<file path="src/design/v110ad_pkg.sv">
// ----------------------------------------------------------------------------
// v110ad_pkg
// Shared types, constants and the per-line decode step of the V.110
// asynchronous receive deframer.
// ----------------------------------------------------------------------------
package v110ad_pkg;

    localparam int APB_ADDR_W = 3;
    localparam int APB_DATA_W = 32;

    localparam logic REG_RATE_MODE   = 1'b0;
    localparam logic REG_SYNC_FRAMES = 1'b1;

    localparam logic [1:0] RATE_X1 = 2'd0;
    localparam logic [1:0] RATE_X2 = 2'd1;
    localparam logic [1:0] RATE_X4 = 2'd2;

    localparam logic [2:0] SYNC_RESET = 3'd5;

    localparam logic [5:0] HDR_X1   = 6'd1;
    localparam logic [5:0] HDR_X2   = 6'd2;
    localparam logic [5:0] HDR_X4   = 6'd4;
    localparam logic [5:0] FRAME_X1 = 6'd10;
    localparam logic [5:0] FRAME_X2 = 6'd20;
    localparam logic [5:0] FRAME_X4 = 6'd40;

    localparam logic [3:0] EBIT_PATTERN = 4'hd;
    localparam logic [6:0] DATA_MASK    = 7'h7e;
    localparam logic [6:0] ALL_STOP     = 7'h7e;
    localparam logic [6:0] LAST_START   = 7'h3e;

    localparam int         NUM_LINES   = 8;
    localparam logic [2:0] LAST_LINE   = 3'd7;
    localparam int         CTS_LINE    = 5;
    localparam logic [2:0] MAX_RESULTS = 3'd5;

    typedef struct packed {
        logic [NUM_LINES-1:0][7:0] lines;
    } t_frame;

    typedef struct packed {
        logic [7:0] char_byte;
        logic       char_valid;
        logic       stop_error;
        logic       remote_cts;
        logic       synced;
        logic       last;
    } t_result;

    typedef struct packed {
        logic [3:0] bp;
        logic [7:0] pc;
        logic       emit;
        logic       stop;
    } t_step;

    function automatic t_step line_step(input logic [3:0] bp, input logic [7:0] pc,
                                        input logic [7:0] oct);
        logic [6:0]  t;
        logic [5:0]  u;
        logic [15:0] wide;
        logic [3:0]  b;
        logic [7:0]  p;
        logic [2:0]  first;
        logic        done;
        t_step       r;
        r     = '0;
        t     = oct[6:0] & DATA_MASK;
        u     = t[6:1];
        b     = bp;
        p     = pc;
        first = 3'd6;
        done  = 1'b0;
        wide  = '0;
        if (bp == 4'd0) begin
            if (t == LAST_START) begin
                b = 4'd1;
                p = 8'd0;
            end else if (t != ALL_STOP) begin
                // hunt the start bit: first zero among the data bits
                for (int i = 1; i <= 6; i++) begin
                    if (!done && !t[i]) begin
                        first = 3'(i);
                        done  = 1'b1;
                    end
                end
                b = 4'd7 - {1'b0, first};
                p = 8'({1'b0, t} >> (4'({1'b0, first}) + 4'd1));
            end
        end else begin
            if (bp < 4'd9) begin
                wide = {10'd0, u} << (bp - 4'd1);
                p    = pc | wide[7:0];
                if (bp <= 4'd3) begin
                    b = bp + 4'd6;
                end else begin
                    u = u >> (4'd9 - bp);
                end
            end
            if (bp > 4'd3) begin
                r.emit = 1'b1;
                r.stop = u[0];
                r.pc   = p;
                u      = u >> 1;
                b      = bp - 4'd4;
                done   = 1'b0;
                // skip stop bits up to the next start bit
                for (int i = 0; i < 6; i++) begin
                    if (!done && b != 4'd0 && u[0]) begin
                        u = u >> 1;
                        b = b - 4'd1;
                    end else begin
                        done = 1'b1;
                    end
                end
                if (b > 4'd1) begin
                    p = 8'(u >> 1);
                end else if (b == 4'd1) begin
                    p = 8'd0;
                end
            end
        end
        // the emitted character is taken before the hunt overwrites it
        if (r.emit) begin
            r.stop = r.stop;
        end
        r.bp = b;
        if (r.emit) begin
            r.pc = (bp < 4'd9) ? (pc | wide[7:0]) : pc;
        end
        return r;
    endfunction

    function automatic logic [7:0] next_pc(input logic [3:0] bp, input logic [7:0] pc,
                                           input logic [7:0] oct);
        logic [6:0]  t;
        logic [5:0]  u;
        logic [15:0] wide;
        logic [3:0]  b;
        logic [7:0]  p;
        logic [2:0]  first;
        logic        done;
        t     = oct[6:0] & DATA_MASK;
        u     = t[6:1];
        b     = bp;
        p     = pc;
        first = 3'd6;
        done  = 1'b0;
        wide  = '0;
        if (bp == 4'd0) begin
            if (t == LAST_START) begin
                p = 8'd0;
            end else if (t != ALL_STOP) begin
                for (int i = 1; i <= 6; i++) begin
                    if (!done && !t[i]) begin
                        first = 3'(i);
                        done  = 1'b1;
                    end
                end
                p = 8'({1'b0, t} >> (4'({1'b0, first}) + 4'd1));
            end
        end else begin
            if (bp < 4'd9) begin
                wide = {10'd0, u} << (bp - 4'd1);
                p    = pc | wide[7:0];
                if (bp > 4'd3) begin
                    u = u >> (4'd9 - bp);
                end
            end
            if (bp > 4'd3) begin
                u    = u >> 1;
                b    = bp - 4'd4;
                done = 1'b0;
                for (int i = 0; i < 6; i++) begin
                    if (!done && b != 4'd0 && u[0]) begin
                        u = u >> 1;
                        b = b - 4'd1;
                    end else begin
                        done = 1'b1;
                    end
                end
                if (b > 4'd1) begin
                    p = 8'(u >> 1);
                end else if (b == 4'd1) begin
                    p = 8'd0;
                end
            end
        end
        return p;
    endfunction

endpackage

</file>
<file path="src/design/v110ad_front.sv">
// ----------------------------------------------------------------------------
// v110ad_front
// Hunts the frame header, packs samples into lines 1..9 and forwards
// frames whose E-bits and alignment bits check out.
// ----------------------------------------------------------------------------
module v110ad_front (
    input  logic                 i_clk,
    input  logic                 i_rst_n,
    input  logic [1:0]           i_rate_mode,
    input  logic                 i_rate_wr,
    input  logic                 i_accept,
    input  logic [7:0]           i_sample,
    output logic                 o_fr_push,
    output v110ad_pkg::t_frame   o_frame
);

    logic [5:0] r_fill;
    logic [5:0] n_fill;
    logic [7:0] r_oct [0:8];
    logic [7:0] n_oct [0:8];

    logic [5:0] hdr_len;
    logic [5:0] frame_len;
    logic       hdr_bad;
    logic [3:0] idx;
    logic [7:0] data;
    logic [5:0] fill_plus;
    logic       ones;
    logic       w_fr_end;

    always_comb begin
        case (i_rate_mode)
            v110ad_pkg::RATE_X1: begin
                hdr_len   = v110ad_pkg::HDR_X1;
                frame_len = v110ad_pkg::FRAME_X1;
                hdr_bad   = (i_sample != 8'd0);
                idx       = r_fill[3:0];
                data      = i_sample;
            end
            v110ad_pkg::RATE_X2: begin
                hdr_len   = v110ad_pkg::HDR_X2;
                frame_len = v110ad_pkg::FRAME_X2;
                hdr_bad   = |i_sample[2:0];
                idx       = r_fill[4:1];
                data      = {4'd0, i_sample[3:0]} << {r_fill[0], 2'b00};
            end
            default: begin
                hdr_len   = v110ad_pkg::HDR_X4;
                frame_len = v110ad_pkg::FRAME_X4;
                hdr_bad   = |i_sample[1:0];
                idx       = r_fill[5:2];
                data      = {6'd0, i_sample[1:0]} << {r_fill[1:0], 1'b0};
            end
        endcase
    end

    always_comb begin
        fill_plus = r_fill + 6'd1;
        n_fill    = r_fill;
        n_oct     = r_oct;
        w_fr_end  = 1'b0;
        if (i_accept) begin
            if (r_fill < hdr_len) begin
                if (hdr_bad) begin
                    n_fill = 6'd0;
                end else begin
                    n_fill = fill_plus;
                    if (fill_plus == hdr_len) begin
                        for (int j = 0; j < 9; j++) begin
                            n_oct[j] = 8'd0;
                        end
                    end
                end
            end else begin
                for (int j = 0; j < 9; j++) begin
                    if (idx == 4'(j + 1)) begin
                        n_oct[j] = r_oct[j] | data;
                    end
                end
                n_fill = fill_plus;
                if (fill_plus == frame_len) begin
                    n_fill   = 6'd0;
                    w_fr_end = 1'b1;
                end
            end
        end
        if (i_rate_wr) begin
            n_fill = 6'd0;
        end
    end

    always_comb begin
        for (int j = 0; j < 4; j++) begin
            o_frame.lines[j]     = n_oct[j];
            o_frame.lines[j + 4] = n_oct[j + 5];
        end
        ones = 1'b1;
        for (int j = 0; j < v110ad_pkg::NUM_LINES; j++) begin
            ones = ones & o_frame.lines[j][0];
        end
    end

    logic w_frame_ok;
    assign w_frame_ok = ones && (n_oct[4][3:0] == v110ad_pkg::EBIT_PATTERN);

    // rejected frames are dropped here
    assign o_fr_push = w_fr_end && w_frame_ok;

    always_ff @(posedge i_clk) begin
        if (!i_rst_n) begin
            r_fill <= 6'd0;
        end else begin
            r_fill <= n_fill;
        end
    end

    always_ff @(posedge i_clk) begin
        r_oct <= n_oct;
    end

endmodule

</file>
<file path="src/design/v110ad_frame_q.sv">
// ----------------------------------------------------------------------------
// v110ad_frame_q
// Two-entry queue of checked frames between the front and the back.
// ----------------------------------------------------------------------------
module v110ad_frame_q (
    input  logic                 i_clk,
    input  logic                 i_rst_n,
    input  logic                 i_push,
    input  v110ad_pkg::t_frame   i_data,
    input  logic                 i_pop,
    output logic                 o_full,
    output logic                 o_empty,
    output v110ad_pkg::t_frame   o_head
);

    v110ad_pkg::t_frame r_mem [0:1];
    logic               r_wp;
    logic               r_rp;
    logic [1:0]         r_cnt;

    assign o_full  = (r_cnt == 2'd2);
    assign o_empty = (r_cnt == 2'd0);
    assign o_head  = r_mem[r_rp];

    always_ff @(posedge i_clk) begin
        if (!i_rst_n) begin
            r_wp  <= 1'b0;
            r_rp  <= 1'b0;
            r_cnt <= 2'd0;
        end else begin
            if (i_push) begin
                r_wp <= ~r_wp;
            end
            if (i_pop) begin
                r_rp <= ~r_rp;
            end
            r_cnt <= r_cnt + {1'b0, i_push} - {1'b0, i_pop};
        end
    end

    always_ff @(posedge i_clk) begin
        if (i_push) begin
            r_mem[r_wp] <= i_data;
        end
    end

endmodule

</file>
<file path="src/design/v110ad_res_q.sv">
// ----------------------------------------------------------------------------
// v110ad_res_q
// Two-entry output queue of decoded character words.
// ----------------------------------------------------------------------------
module v110ad_res_q (
    input  logic                 i_clk,
    input  logic                 i_rst_n,
    input  logic                 i_push,
    input  v110ad_pkg::t_result  i_data,
    input  logic                 i_pop,
    output logic                 o_full,
    output logic                 o_empty,
    output v110ad_pkg::t_result  o_head
);

    v110ad_pkg::t_result r_mem [0:1];
    logic                r_wp;
    logic                r_rp;
    logic [1:0]          r_cnt;

    assign o_full  = (r_cnt == 2'd2);
    assign o_empty = (r_cnt == 2'd0);
    assign o_head  = r_mem[r_rp];

    always_ff @(posedge i_clk) begin
        if (!i_rst_n) begin
            r_wp  <= 1'b0;
            r_rp  <= 1'b0;
            r_cnt <= 2'd0;
        end else begin
            if (i_push) begin
                r_wp <= ~r_wp;
            end
            if (i_pop) begin
                r_rp <= ~r_rp;
            end
            r_cnt <= r_cnt + {1'b0, i_push} - {1'b0, i_pop};
        end
    end

    always_ff @(posedge i_clk) begin
        if (i_push) begin
            r_mem[r_wp] <= i_data;
        end
    end

endmodule

</file>
<file path="src/design/v110ad_back.sv">
// ----------------------------------------------------------------------------
// v110ad_back
// Takes one checked frame at a time, updates sync and cts; while the result
// queue has room it walks eight data lines one per cycle for start/stop chars.
// ----------------------------------------------------------------------------
module v110ad_back (
    input  logic                 i_clk,
    input  logic                 i_rst_n,
    input  logic [2:0]           i_sync_frames,
    input  logic                 i_sync_wr,
    input  logic                 i_fq_empty,
    input  v110ad_pkg::t_frame   i_fq_head,
    output logic                 o_fq_pop,
    input  logic                 i_rq_full,
    output logic                 o_rq_push,
    output v110ad_pkg::t_result  o_rq_data
);

    localparam logic [1:0] ST_IDLE  = 2'd0;
    localparam logic [1:0] ST_RUN   = 2'd1;
    localparam logic [1:0] ST_FLUSH = 2'd2;

    logic [1:0]          r_state,  n_state;
    v110ad_pkg::t_frame  r_frame,  n_frame;
    logic [2:0]          r_line,   n_line;
    logic [2:0]          r_nres,   n_nres;
    logic                r_pend_v, n_pend_v;
    v110ad_pkg::t_result r_pend,   n_pend;
    logic [3:0]          r_bp,     n_bp;
    logic [7:0]          r_pc,     n_pc;
    logic [2:0]          r_cnt,    n_cnt;
    logic                r_cts,    n_cts;

    v110ad_pkg::t_step   w_step;
    logic [7:0]          w_pc_next;
    logic [7:0]          w_oct;

    assign w_oct     = r_frame.lines[r_line];
    assign w_step    = v110ad_pkg::line_step(r_bp, r_pc, w_oct);
    assign w_pc_next = v110ad_pkg::next_pc(r_bp, r_pc, w_oct);

    always_comb begin
        n_state   = r_state;
        n_frame   = r_frame;
        n_line    = r_line;
        n_nres    = r_nres;
        n_pend_v  = r_pend_v;
        n_pend    = r_pend;
        n_bp      = r_bp;
        n_pc      = r_pc;
        n_cnt     = r_cnt;
        n_cts     = r_cts;
        o_fq_pop  = 1'b0;
        o_rq_push = 1'b0;
        o_rq_data = r_pend;
        o_rq_data.last = 1'b0;
        case (r_state)
            ST_IDLE: begin
                if (!i_fq_empty) begin
                    o_fq_pop = 1'b1;
                    n_frame  = i_fq_head;
                    n_line   = 3'd0;
                    n_nres   = 3'd0;
                    n_pend_v = 1'b0;
                    n_state  = ST_RUN;
                    if (r_cnt != 3'd0) begin
                        n_cnt = r_cnt - 3'd1;
                    end else begin
                        n_cts = i_fq_head.lines[v110ad_pkg::CTS_LINE][7];
                    end
                end
            end
            ST_RUN: begin
                if (!i_rq_full) begin
                    n_bp = w_step.bp;
                    n_pc = w_pc_next;
                    if (w_step.emit && r_nres < v110ad_pkg::MAX_RESULTS) begin
                        n_nres            = r_nres + 3'd1;
                        n_pend_v          = 1'b1;
                        n_pend.char_byte  = w_step.pc;
                        n_pend.char_valid = w_step.stop;
                        n_pend.stop_error = ~w_step.stop;
                        n_pend.remote_cts = r_cts;
                        n_pend.synced     = (r_cnt == 3'd0);
                        n_pend.last       = 1'b0;
                        o_rq_push         = r_pend_v;
                    end
                    if (r_line == v110ad_pkg::LAST_LINE) begin
                        n_state = ST_FLUSH;
                    end else begin
                        n_line = r_line + 3'd1;
                    end
                end
            end
            ST_FLUSH: begin
                if (!i_rq_full) begin
                    // the held character closes the frame
                    o_rq_push      = r_pend_v;
                    o_rq_data.last = 1'b1;
                    n_pend_v       = 1'b0;
                    n_state        = ST_IDLE;
                end
            end
            default: begin
                n_state = ST_IDLE;
            end
        endcase
        if (i_sync_wr) begin
            n_cnt = i_sync_frames;
        end
    end

    always_ff @(posedge i_clk) begin
        if (!i_rst_n) begin
            r_state  <= ST_IDLE;
            r_line   <= 3'd0;
            r_nres   <= 3'd0;
            r_pend_v <= 1'b0;
            r_bp     <= 4'd0;
            r_pc     <= 8'd0;
            r_cnt    <= v110ad_pkg::SYNC_RESET;
            r_cts    <= 1'b1;
        end else begin
            r_state  <= n_state;
            r_line   <= n_line;
            r_nres   <= n_nres;
            r_pend_v <= n_pend_v;
            r_bp     <= n_bp;
            r_pc     <= n_pc;
            r_cnt    <= n_cnt;
            r_cts    <= n_cts;
        end
    end

    always_ff @(posedge i_clk) begin
        r_frame <= n_frame;
        r_pend  <= n_pend;
    end

endmodule

</file>
<file path="src/design/v110_async_deframer_core.sv">
// ----------------------------------------------------------------------------
// v110_async_deframer_core
// V.110 asynchronous receive deframer: samples in, start/stop characters out.
// ----------------------------------------------------------------------------
// Input channel: one B-channel sample word per push while full is low.
// Output channel: one character word per pop while empty is low; each word
// carries the character, its stop-bit status, remote cts, sync status and a
// last flag on the final word of a frame.
// The front takes one sample every cycle while full is low and hunts/assembles
// frames; checked frames enter a two-entry frame queue. The back decodes one
// data line per cycle while the output queue has room; per frame it first
// loads the frame and updates sync, then walks the eight lines, then closes.
// Samples are taken every cycle that full is low; full rises only while two
// decoded-pending frames sit in the queue, which needs frames shorter than
// the back's time. When the receiver stops popping, the two-entry output queue
// fills, the back holds, the frame queue fills and full goes high; nothing is
// dropped by that, though the back keeps at most five characters per frame.
// Reset clears the queues, header hunting, the character hunter and sets
// rate_mode to two bits per sample, sync_frames and its countdown to 5 and
// cts to not ready. Registers at byte 0 (rate_mode) and byte 4 (sync_frames).
// ----------------------------------------------------------------------------
module v110_async_deframer_core (
    input  logic                                 i_clk,
    input  logic                                 i_rst_n,
    input  logic                                 psel,
    input  logic                                 penable,
    input  logic                                 pwrite,
    input  logic [v110ad_pkg::APB_ADDR_W-1:0]    paddr,
    input  logic [v110ad_pkg::APB_DATA_W-1:0]    pwdata,
    output logic [v110ad_pkg::APB_DATA_W-1:0]    prdata,
    output logic                                 pready,
    input  logic                                 push,
    output logic                                 full,
    input  logic [7:0]                           i_sample_byte,
    output logic                                 empty,
    input  logic                                 pop,
    output logic [7:0]                           o_char_byte,
    output logic                                 o_char_valid,
    output logic                                 o_stop_error,
    output logic                                 o_remote_cts,
    output logic                                 o_synced,
    output logic                                 o_last
);

    logic [1:0] r_rate_mode;
    logic [2:0] r_sync_frames;

    logic w_cfg_wr;
    logic w_rate_wr;
    logic w_sync_wr;
    logic w_in_acc;

    logic                w_fq_push;
    logic                w_fq_pop;
    logic                w_fq_full;
    logic                w_fq_empty;
    v110ad_pkg::t_frame  w_frame;
    v110ad_pkg::t_frame  w_fq_head;

    logic                w_rq_push;
    logic                w_rq_full;
    v110ad_pkg::t_result w_rq_data;
    v110ad_pkg::t_result w_rq_head;

    assign pready    = 1'b1;
    assign w_cfg_wr  = psel & penable & pwrite;
    assign w_rate_wr = w_cfg_wr && (paddr[2] == v110ad_pkg::REG_RATE_MODE);
    assign w_sync_wr = w_cfg_wr && (paddr[2] == v110ad_pkg::REG_SYNC_FRAMES);
    assign w_in_acc  = push & ~w_fq_full;
    assign full      = w_fq_full;

    always_comb begin
        case (paddr[2])
            v110ad_pkg::REG_RATE_MODE:   prdata = {30'd0, r_rate_mode};
            v110ad_pkg::REG_SYNC_FRAMES: prdata = {29'd0, r_sync_frames};
            default:                     prdata = '0;
        endcase
    end

    always_ff @(posedge i_clk) begin
        if (!i_rst_n) begin
            r_rate_mode   <= v110ad_pkg::RATE_X4;
            r_sync_frames <= v110ad_pkg::SYNC_RESET;
        end else begin
            if (w_rate_wr) begin
                r_rate_mode <= pwdata[1:0];
            end
            if (w_sync_wr) begin
                r_sync_frames <= pwdata[2:0];
            end
        end
    end

    v110ad_front u_front (
        .i_clk       (i_clk),
        .i_rst_n     (i_rst_n),
        .i_rate_mode (r_rate_mode),
        .i_rate_wr   (w_rate_wr),
        .i_accept    (w_in_acc),
        .i_sample    (i_sample_byte),
        .o_fr_push   (w_fq_push),
        .o_frame     (w_frame)
    );

    v110ad_frame_q u_frame_q (
        .i_clk   (i_clk),
        .i_rst_n (i_rst_n),
        .i_push  (w_fq_push),
        .i_data  (w_frame),
        .i_pop   (w_fq_pop),
        .o_full  (w_fq_full),
        .o_empty (w_fq_empty),
        .o_head  (w_fq_head)
    );

    v110ad_back u_back (
        .i_clk         (i_clk),
        .i_rst_n       (i_rst_n),
        .i_sync_frames (pwdata[2:0]),
        .i_sync_wr     (w_sync_wr),
        .i_fq_empty    (w_fq_empty),
        .i_fq_head     (w_fq_head),
        .o_fq_pop      (w_fq_pop),
        .i_rq_full     (w_rq_full),
        .o_rq_push     (w_rq_push),
        .o_rq_data     (w_rq_data)
    );

    v110ad_res_q u_res_q (
        .i_clk   (i_clk),
        .i_rst_n (i_rst_n),
        .i_push  (w_rq_push),
        .i_data  (w_rq_data),
        .i_pop   (pop & ~empty),
        .o_full  (w_rq_full),
        .o_empty (empty),
        .o_head  (w_rq_head)
    );

    assign o_char_byte  = w_rq_head.char_byte;
    assign o_char_valid = w_rq_head.char_valid;
    assign o_stop_error = w_rq_head.stop_error;
    assign o_remote_cts = w_rq_head.remote_cts;
    assign o_synced     = w_rq_head.synced;
    assign o_last       = w_rq_head.last;

    a_fq_no_overflow: assert property (@(posedge i_clk) disable iff (!i_rst_n)
        w_fq_push |-> !w_fq_full)
        else $error("frame queue written while full");

    a_rq_no_overflow: assert property (@(posedge i_clk) disable iff (!i_rst_n)
        w_rq_push |-> !w_rq_full)
        else $error("result queue written while full");

    a_fq_no_underflow: assert property (@(posedge i_clk) disable iff (!i_rst_n)
        w_fq_pop |-> !w_fq_empty)
        else $error("frame taken from empty queue");

endmodule
</file>
<file path="config.mk">
export PLATFORM = sky130hd
export DESIGN_NAME = v110_async_deframer_core
export DESIGN_NICKNAME = d
export VERILOG_FILES = /design/src/design/v110ad_pkg.sv /design/src/design/v110ad_front.sv /design/src/design/v110ad_frame_q.sv /design/src/design/v110ad_res_q.sv /design/src/design/v110ad_back.sv /design/src/design/v110_async_deframer_core.sv
export SDC_FILE = /design/constraint.sdc
export NUM_CORES = 1
export LEC_CHECK = 0
export ABC_AREA = 0
export BUFFER_PORTS_ARGS = -buffer_cell sky130_fd_sc_hd__buf_2
export CAP_MARGIN = 15
export CELL_PAD_IN_SITES_DETAIL_PLACEMENT = 0
export CELL_PAD_IN_SITES_GLOBAL_PLACEMENT = 1
export CORE_MARGIN = 2
export CORE_UTILIZATION = 29
export CTS_BUF_LIST = sky130_fd_sc_hd__clkbuf_4
export DETAILED_ROUTE_END_ITERATION = 8
export PLACE_DENSITY = 0.57
export SLEW_MARGIN = 5
export SYNTH_ARGS = -nofsm -noshare
export SYNTH_HDL_FRONTEND = slang
export SYNTH_HIERARCHICAL = 1
export SYNTH_SLANG_ARGS = --single-unit
</file>
<file path="constraint.sdc">
create_clock -name i_clk -period 11.1 [get_ports i_clk]
set_input_delay 1.665 -clock i_clk [delete_from_list [all_inputs] [get_ports i_clk]]
set_output_delay 1.665 -clock i_clk [all_outputs]
set_load 0.01 [all_outputs]
</file>
==> metrics <==
outcome completed; Synth Warn # 6; Worst path max stage delay 0.71 ns; Hold Vio Cnt, Final 0; number of top-level pins 98; Max Cap Violations 0; number of global-route vias before repair ~9800; sw frac between 20% and 30%; clk_skew ~0.080 ns; area of the die between 50000 and 60000 um^2; Cell Count, Final, Fillers Out 2025; CP Capture Type flip-flop; Power per Cell Area 143.7 nW/um^2; Pins Over Slew Limit 0; Core Util, Final 31.80%; Bufs on Longest Clock Path 3; kind of cell adding the most delay to the critical path compound AO/OA/AOI/OAI gates; met1 Usage GRT 16.31%; Final setup violation count 0; Tot GR Track Use between 10% and 20%; Antenna Violating Nets Remaining 0; crit path cell chain clkinv_1 -> ha_1 -> and2_1 -> o21a_1 -> o211ai_1 -> a32oi_1 -> o21ai_1 -> a21oi_2 -> mux2i_1 -> o211a_1 -> o211a_1 -> a31oi_1 -> nand2_1 -> o221a_2; CTS hold repair buffers 0; RePlAce Congestion about 0.82; worst skew pair latency 0.75 ns; Pint 1.745 mW; Core ar. approximately 50000 um^2; post-synthesis instance area ~15000 um^2; critical path arrival between 5 and 6 ns; # fillers just over 5000; Residual DRC 0; wire per inst roughly 16 um; total gr overflow 0; flop-to-flop setup slack 5.78 ns; Psw around 0.55 mW; Leak between 5 and 6 nW; total power 2.293 mW; # port buffers 36; setup bufs post-CTS 0; CP Buf/Inv Count 1; Worst Path Max Fanout 16; Initial Util between 20% and 30%; fin area 15950 um^2; area delta synth->final 8.317%; share of cells above drive strength 1 roughly 22%; dpl cell area around 15000 um^2; post-route minimum period approximately 5.3 ns; synthesized instance count 1287; Hold WC Path Type reg2reg; Clock Sinks 291; row cnt 82; nets@finish about 1400; antenna violations before repair 1; Worst Path Required 11.69 ns; Clk pwr share a little over two fifths; Hold Slack about 0.43 ns; crit path kind reg2reg; post-CTS sizing 0; CTS root buffer clkbuf_4; Max Clock Freq 188.0 MHz; first-pass GRT wire length between 50000 and 60000 um; CTS tree built; unrepaired setup endpoints after global routing false; Top Usage Layer GRT met2; VDD IR max ~0.06 mV; Place WS 5.794 ns; final worst path period share between 40 and 50%; drt first pass iters 5; actual slew at the worst max-slew pin 0.9898 ns; Rel. slew slack 33.57%; DIE WIDTH ~230 um; WL final 33200 um; Slowest-stage cell, CP dfxtp_1; die height ~230 um; proportion of power drawn by flip-flops and latches between 50% and 60%; CTS H-Tree Depth 3; largest net degree at the start of global routing 60; PnR worst setup slack just under 6 ns; Post-DP HPWL roughly 22000 um; total clock buffers created by CTS 78; syn avg cell area about 11 um^2; vias per cell approximately 4.7; met2 usage between 20% and 30%; Worst Setup Start Kind flip-flop; most frequent CP cell o211a_1; Reg clk slew, reported paths around 0.060 ns; placed cells 1887; DR vias 9597; met3 Usage GRT 2.490%; Comb power frac between 7 and 8%; 1st-iter DRT viols 571; Post-Route Setup TNS 0 ns
-- placed cells by master (no fill, tap or decap), types with 25 or more instances in the layout --
master and n:
buf_2 36, dfxtp_1 106, a21oi_1 103, nand2_1 58
o21ai_0 34, edfxtp_1 184, mux2_4 49, clkbuf_4 121
nor2_1 133, ha_1 25, mux2i_1 33, conb_1 30
-- cell type report --
class	count	area, um^2	share of cell area (%)
well taps	672	840.8	5.270
clock buffers	121	908.4	5.694
inverters	26	97.59	0.6117
repair buffers	52	300.3	1.882
clock inverters	16	132.6	0.8313
diodes	1	2.502	0.01568
flip-flops and latches	291	7669	48.07
multi-input cells	846	6003	37.63
-- metal layers --
layer | vias to the layer above | routed length [um]
li1 | 4692 | -
met1 | 4644 | 15210
met2 | 213 | 15980
met3 | 48 | 1334
met4 | 0 | 677
met5 | - | 0
-- power groups by stage --
stage               Combinational (mW)  Clock, mW  Sequential, mW
finish                           0.166      0.972            1.16
detailed placement               0.165          0            1.18
global route                     0.184       1.07            1.16
floorplan                        0.136          0            1.17
global placement                 0.166          0            1.18
CTS                              0.166       1.01            1.16
-- sequential cells by signal, summed over array words and instances, names as in the netlist, 2 cells and up, named ones only --
| name | count |
|---|---|
| r_rate_mode | 2 |
| u_back/r_pc | 8 |
| u_back/r_cnt | 3 |
| r_sync_frames | 3 |
| u_back/r_bp | 4 |
| u_back/r_state | 2 |
| u_back/o_rq_data | 12 |
| u_res_q/r_mem | 26 |
| u_front/r_oct | 61 |
| u_frame_q/r_cnt | 2 |
| u_back/r_frame | 48 |
| u_front/r_fill | 6 |
| u_res_q/r_cnt | 2 |
| u_back/r_nres | 3 |
| u_frame_q/r_mem | 98 |
| u_back/r_line | 3 |
-- path summary, 6_finish.rpt --
path,cells after the start,start,to
min,0,u_back/o_rq_data[11],u_res_q/r_mem[0][11]
max,14,u_back/r_bp[1],u_back/r_pc[3]
max reg2reg,14,u_back/r_bp[1],u_back/r_pc[3]
min reg2reg,0,u_back/o_rq_data[11],u_res_q/r_mem[0][11]
(Power assumes the default switching activity.)
